File: src/rtl/plim_pkg.sv
// shared types, constants and state encodings of the interpolator
package plim_pkg;

    localparam int TABLE_DEPTH = 64;
    localparam int ADDR_W      = $clog2(TABLE_DEPTH);
    localparam int CNT_W       = $clog2(TABLE_DEPTH + 1);
    localparam int DATA_W      = 32;
    localparam int PROD_W      = 2 * DATA_W;
    localparam int DIV_CNT_W   = $clog2(PROD_W);
    localparam int PADDR_W     = 3;

    typedef logic [ADDR_W-1:0]    t_addr;
    typedef logic [CNT_W-1:0]     t_cnt;
    typedef logic [DATA_W-1:0]    t_data;
    typedef logic [PROD_W-1:0]    t_prod;
    typedef logic [DIV_CNT_W-1:0] t_div_cnt;

    localparam logic OP_WRITE = 1'b0;
    localparam logic OP_QUERY = 1'b1;

    localparam logic REG_POINT_COUNT  = 1'b0;
    localparam logic REG_ZERO_OUTSIDE = 1'b1;

    localparam t_data SAT_MAX = 32'h7fff_ffff;
    localparam t_data SAT_MIN = 32'h8000_0000;

    typedef enum logic [3:0] {
        S_IDLE,
        S_LAST,
        S_CHK,
        S_PROBE,
        S_CMP,
        S_FETCH_LO,
        S_DIFF,
        S_MUL,
        S_WAIT,
        S_OUT
    } t_plim_state;

    typedef enum logic {
        D_IDLE,
        D_RUN
    } t_div_state;

endpackage

File: src/rtl/plim_div.sv
// 32x32 multiply followed by a restoring divide, one quotient bit per cycle
module plim_div (
    input  logic                    i_clk,
    input  logic                    i_rst_n,
    input  logic                    i_start,
    input  plim_pkg::t_data         i_a,
    input  plim_pkg::t_data         i_b,
    input  plim_pkg::t_data         i_d,
    output logic                    o_done,
    output plim_pkg::t_prod         o_quot
);

    plim_pkg::t_div_state r_state, n_state;
    plim_pkg::t_div_cnt   r_cnt, n_cnt;
    logic                 r_done, n_done;
    plim_pkg::t_prod      r_dvd, n_dvd;
    plim_pkg::t_data      r_rem, n_rem;
    plim_pkg::t_data      r_d, n_d;

    logic [plim_pkg::DATA_W:0] step_t;
    logic [plim_pkg::DATA_W:0] step_r;
    logic                      step_ge;

    always_ff @(posedge i_clk) begin
        if (!i_rst_n) begin
            r_state <= plim_pkg::D_IDLE;
            r_done  <= 1'b0;
        end else begin
            r_state <= n_state;
            r_done  <= n_done;
        end
    end

    always_ff @(posedge i_clk) begin
        r_cnt <= n_cnt;
        r_dvd <= n_dvd;
        r_rem <= n_rem;
        r_d   <= n_d;
    end

    // shift in the next dividend bit, subtract when it fits
    always_comb begin
        step_t  = {r_rem, r_dvd[plim_pkg::PROD_W-1]};
        step_ge = (step_t >= {1'b0, r_d});
        step_r  = step_ge ? (step_t - {1'b0, r_d}) : step_t;
    end

    always_comb begin
        n_state = r_state;
        n_cnt   = r_cnt;
        n_done  = 1'b0;
        n_dvd   = r_dvd;
        n_rem   = r_rem;
        n_d     = r_d;
        unique case (r_state)
            plim_pkg::D_IDLE: begin
                if (i_start) begin
                    n_dvd   = plim_pkg::t_prod'(i_a) * plim_pkg::t_prod'(i_b);
                    n_rem   = '0;
                    n_d     = i_d;
                    n_cnt   = '0;
                    n_state = plim_pkg::D_RUN;
                end
            end
            plim_pkg::D_RUN: begin
                n_rem = step_r[plim_pkg::DATA_W-1:0];
                n_dvd = {r_dvd[plim_pkg::PROD_W-2:0], step_ge};
                n_cnt = r_cnt + 1'b1;
                if (r_cnt == '1) begin
                    n_done  = 1'b1;
                    n_state = plim_pkg::D_IDLE;
                end
            end
            default: n_state = plim_pkg::D_IDLE;
        endcase
    end

    assign o_done = r_done;
    assign o_quot = r_dvd;

endmodule

File: config.mk
export PLATFORM = sky130hd
export DESIGN_NAME = plim_div
export DESIGN_NICKNAME = d
export VERILOG_FILES = /design/src/rtl/plim_pkg.sv /design/src/rtl/plim_div.sv
export SDC_FILE = /design/constraint.sdc
export NUM_CORES = 2
export LEC_CHECK = 0
export ABC_AREA = 1
export BUFFER_PORTS_ARGS = -buffer_cell sky130_fd_sc_hd__clkbuf_2
export CAP_MARGIN = 20
export CORE_ASPECT_RATIO = 2
export CORE_MARGIN = 5
export CORE_UTILIZATION = 45
export DETAILED_ROUTE_END_ITERATION = 10
export GPL_ROUTABILITY_DRIVEN = 1
export SLEW_MARGIN = 40
export SYNTH_ARGS = -nofsm -noshare
export SYNTH_HDL_FRONTEND = slang
export SYNTH_SLANG_ARGS = --single-unit
File: constraint.sdc
create_clock -name i_clk -period 6.05 [get_ports i_clk]
set_input_delay 0.3025 -clock i_clk [delete_from_list [all_inputs] [get_ports i_clk]]
set_output_delay 0.3025 -clock i_clk [all_outputs]
set_load 0.005 [all_outputs]
## Word level (Yosys, flattened, before mapping)

Cells that the tools add are included.

- Order comparisons: 1
- Equal/unequal tests: 2
- Add/sub/neg operators: 2
- Bitwise logic cells: 1
- Muxes and demuxes: 11
- Reduce and logical (&&, ||, !) cells: 2
- $mul: 1

Operator list:

| kind | count |
|---|---|
| case mux 64 bit (2 select lines) | 1 |
| multiplier 32 x 32 -> 64 bit | 1 |
| 2-to-1 mux 32 bit | 2 |
| 2-to-1 mux 64 bit | 1 |
| case mux 32 bit (2 select lines) | 1 |
| greater-or-equal comparator 33 x 32 -> 1 bit | 1 |
| subtractor 32 bit | 1 |
| case mux 6 bit (2 select lines) | 1 |
| adder 6 x 1 -> 6 bit (second input constant) | 1 |
| == test 6 bit (second input constant) | 1 |
| 2-to-1 mux 6 bit | 1 |
| AND reduction 2 bit | 2 |
| 2-to-1 mux 1 bit | 3 |
| != test 2 bit (second input constant) | 1 |
| case mux 1 bit (2 select lines) | 1 |
| inverter 1 bit | 1 |

- Output and inout bits: 65
- Flip-flop bits (word level): 136

## Logic depth before layout (Yosys ltp)

- Word-level depth: 3
- Mapped depth: 31
- Gate-level depth less buffers: 30

## Worst setup path after synthesis

Ideal clock, no wire load.

- Path kind: in2reg
- Start point: input i_a[31]
- End point: register r_dvd[62], in the netlist o_quot[62] (data pin)
- Cell stages on the path: 27
- Setup slack: -0.325 ns
- Buffers on the path: 1
- Data required time: 5.796 ns
- Arrival: 6.121 ns
- Cells stage by stage: clkbuf_1 > nand2_1 > fa_1 > inv_1 > fa_1 > fa_1 > inv_1 > fa_1 > inv_1 > fa_1 > fa_1 > fa_1 > inv_1 > fa_1 > inv_1 > ha_1 > nand2_1 > nor2_1 > inv_1 > nor3_1 > nand2_1 > nor3_1 > nand2_1 > nand2_1 > nand2_1 > nand3_1 > nand2_1

- Word-level cells in the longest chain between the ends: 3

RTL lines:

| item | line | source |
|---|---|---|
| start: declaration | plim_div.sv:6 | `input plim_pkg::t_data i_a,` |
| multiplier 32 x 32 -> 64 bit | plim_div.sv:58 | `n_dvd = plim_pkg::t_prod'(i_a) * plim_pkg::t_prod'(i_b);` |
| 2-to-1 mux 64 bit | plim_div.sv:57 | `if (i_start) begin` |
| case mux 64 bit (2 select lines) | plim_div.sv:55 | `unique case (r_state)` |
| via n_dvd[62] | plim_div.sv:16 | `plim_pkg::t_prod r_dvd, n_dvd;` |
| end signal: assignment | plim_div.sv:36 | `r_dvd <= n_dvd;` |
| end: declaration | plim_div.sv:16 |  |

The timed path passes the listed nets, and every way through them passes these cells. The select of a mux whose other input is x is not followed.
A chain may end at the register's enable or synchronous reset.

## Final worst setup path

- Start point: input i_a[7]
- End point: register r_dvd[50], in the netlist o_quot[50] (data pin)

The elaborated chain is that of the path after synthesis.

==> flow_metrics.env <==
export IMPL_final_setup_tns_ns=-9.74
export IMPL_gp_congestion=0.981
export IMPL_multi_input_area_mm2=0.0347
export IMPL_path_buf_inv=8
export IMPL_hold_violations=0
export IMPL_cts_root_buffer="clkbuf_16"
export IMPL_crit_path_start="i_a[7]"
export IMPL_mostFrequentLayoutCells="inv_1 (1681), nand2_1 (1630), fa_1 (816)"
export IMPL_critPathKind="primary input to flip-flop"
export IMPL_cp_data_required_time_ns=6.31
export IMPL_floorplan_initialDensity_pct=45.4
export IMPL_synthFlopType="edfxtp_1"
export IMPL_cp_end_kind="flip-flop"
export IMPL_rr_worst_depth=12
export IMPL_synth_edf_count=134
export IMPL_clock_sinks=136
export IMPL_clock_path_buffers=2
export IMPL_synth_area_leaders="fa_1 (41%), nand2_1 (16%), inv_1 (16%)"
export IMPL_drtIter0Drc=1896
export IMPL_maxCapViolations=0
export IMPL_register_area_mm2=0.00407
export IMPL_cts_tree="yes"
export IMPL_io_pin_count=164
export IMPL_ys_types=38
export IMPL_crit_top_cell="fa_1"
export IMPL_core_area_mm2=0.0963
export IMPL_tightest_slew_ns=0.864
export IMPL_fin_worst_skew_ns=0.0255
export IMPL_period_share_pct=106
export IMPL_grt_pass1_wl_um=230000
export IMPL_final_min_clock_period_ns=6.40
export IMPL_wl_um=153000
export IMPL_syn_area_mm2=0.0437
export IMPL_layout_nets=7676
export IMPL_grt_max_degree=75
export IMPL_timing_final_ws_setup_ns=-0.348
export IMPL_final_common_cell="inv_1"
export IMPL_synth_top_area_share_pct=41.1
export IMPL_synthCells=5870
export IMPL_final_util_pct=56.7
export IMPL_antenna_found_initial=0
export IMPL_firstDrtPassIters=6
export IMPL_path_depth=28
export IMPL_grt_usage_pct=29.0
export IMPL_crit_fanout=6
export IMPL_cp_data_arrival_time_ns=6.66
export IMPL_synth_nets=7162
export IMPL_hold_class="primary input to flip-flop"
export IMPL_clock_latency_ns=0.53
export IMPL_crit_end="o_quot[50]"
export IMPL_area_growth_syn_to_layout_pct=24.9
export IMPL_dp_hpwl_um=126000
export IMPL_numCtsBuffers=17
export IMPL_yosysWarnings=0
export IMPL_cpLargestDelayFamily="adder cells"
export IMPL_wl_per_cell_um=20.0
export IMPL_num_vias=38300
export IMPL_synth_yosys_seq_area_share_pct=9.30
export IMPL_dieArea_mm2=0.104
export IMPL_die_w_um=230
export IMPL_rsz0062_at_grt="true"
export IMPL_drv_slew=0
export IMPL_post_route_drc_count=0
export IMPL_setup_viol_count_final=45
export IMPL_relSlewSlack_pct=42.3
export IMPL_clock_fmax_mhz=156
export IMPL_critPathLaunchType="primary input"
export IMPL_slowest_stage="fa_1"
export IMPL_yosysTopAreaCell="fa_1"
export IMPL_postSynthAreaPerCell_um2=7.44
export IMPL_antenna_left=0
export IMPL_rows=161
export IMPL_status="finished with violations"
export IMPL_reg2reg_to="r_rem[22]"
export IMPL_violations="setup timing"
export IMPL_drive_gt1_share_pct=21.9
export IMPL_n_fill_cell=8862
export IMPL_htreeDepth=4
export IMPL_reg2reg_from="r_rem[21]"
export IMPL_chipHeight_um=451
export IMPL_grt_overflow_total=0
export IMPL_vias_per_cell=5.02
export IMPL_slowest_delay_ns=0.61
export IMPL_clkTransAtPathRegs_ns=0.07
export IMPL_synthArstFlopShare_pct=0
export IMPL_first_global_vias=42000
export IMPL_ff2ff_setup_slack_ns=2.57
export IMPL_ys_seq_elements=136
export IMPL_numPortBuffers=163
## what timing repair did
item                                   in CTS  in global routing
resized for setup                         457                576
setup endpoints to repair                  49                 53
cloned                                      8                 10
endpoints found under the hold margin      33                  0
buffers inserted                           36                 48
pin swaps                                 167                323
hold buffers                               33                  0
## synthesized netlist by cell type (6+ instances only)
cell and n:
xor2_1 19, nand3_1 120, nand4_1 17, inv_1 1827, nor3_1 14, buf_6 7
nand3b_1 22, ha_1 296, nand2_1 1858, nand2_2 6, clkbuf_1 204, a21oi_1 83
and2_1 6, o21bai_1 11, fa_1 897, xnor2_1 21, or2_2 6, nor2_1 240
o21ai_0 46, edfxtp_1 134
## area by class of cell
type                            count  share of cell area [%]
Antenna cell                        1                 0.00459
Clock buffer                       18                   0.787
Clock inverter                     14                   0.252
Inverter                         1828                    12.6
Multi-Input combinational cell   3689                    63.6
Sequential cell                   136                    7.45
Tap cell                         1222                    2.80
Timing Repair Buffer              712                    12.5
## worst register-to-register path: cells and delay by family (launching register included)
kind	cells	cell delay, ns
adder cells (fa/ha/maj)	1	0.42
AO/OA/AOI/OAI	2	0.51
buffers and inverters	1	0.09
AND/OR/NAND/NOR	8	1.91
flip-flops	1	0.40
## state kept, by name, summed over array words and instances (netlist names)
signal   count
r_cnt        6
o_done       1
r_rem       32
r_state      1
o_quot      64
r_d         32
## per-stage QoR
| step | worst slack (ns) | instances | area (µm²) | hold slack, ns |
|---|---|---|---|---|
| 2_1_floorplan | -0.0487 | 5870 | 44100 | 0.401 |
| 3_3_place_gp | -1.13 | 7454 | 49100 | 0.482 |
| 3_5_place_dp | -1.12 | 7456 | 49200 | 0.481 |
| 4_1_cts | -0.289 | 7564 | 52200 | 0.485 |
| 5_1_grt | -0.510 | 7619 | 54600 | 0.510 |
| 6_report | -0.348 | 7620 | 54600 | 0.515 |
## per-layer routing
metal / GRT usage (%) / vias to the layer above / routed length [µm]
met5: 0 / - / 0
met4: 21.9 / 0 / 16800
met2: 56.4 / 1269 / 83400
met1: 27.6 / 18900 / 46800
li1: - / 17500 / -
met3: 2.71 / 659 / 5720
## logic make-up after synthesis
kind of cell / synth area share (%)
simple gates: 20.6
xor+xnor: 0.802
compound gates: 1.95
fa+ha+maj: 49.6
buf+inv: 17.7
flops: 9.30
## how the worst min path moves through the flow
stage                        from       to  slack, ns  cells past startpoint
final                     i_d[30]  r_d[30]       0.51                      2
after global routing      i_d[30]  r_d[30]       0.51                      2
after CTS                 i_d[23]  r_d[23]       0.48                      2
after detailed placement  i_d[19]  r_d[19]       0.48                      1
after global placement    i_d[23]  r_d[23]       0.48                      1
after floorplan            i_d[0]   r_d[0]       0.40                      0
Power is not shown: default switching activity piles up to over one toggle a cycle in this logic, so the estimate is an artifact.
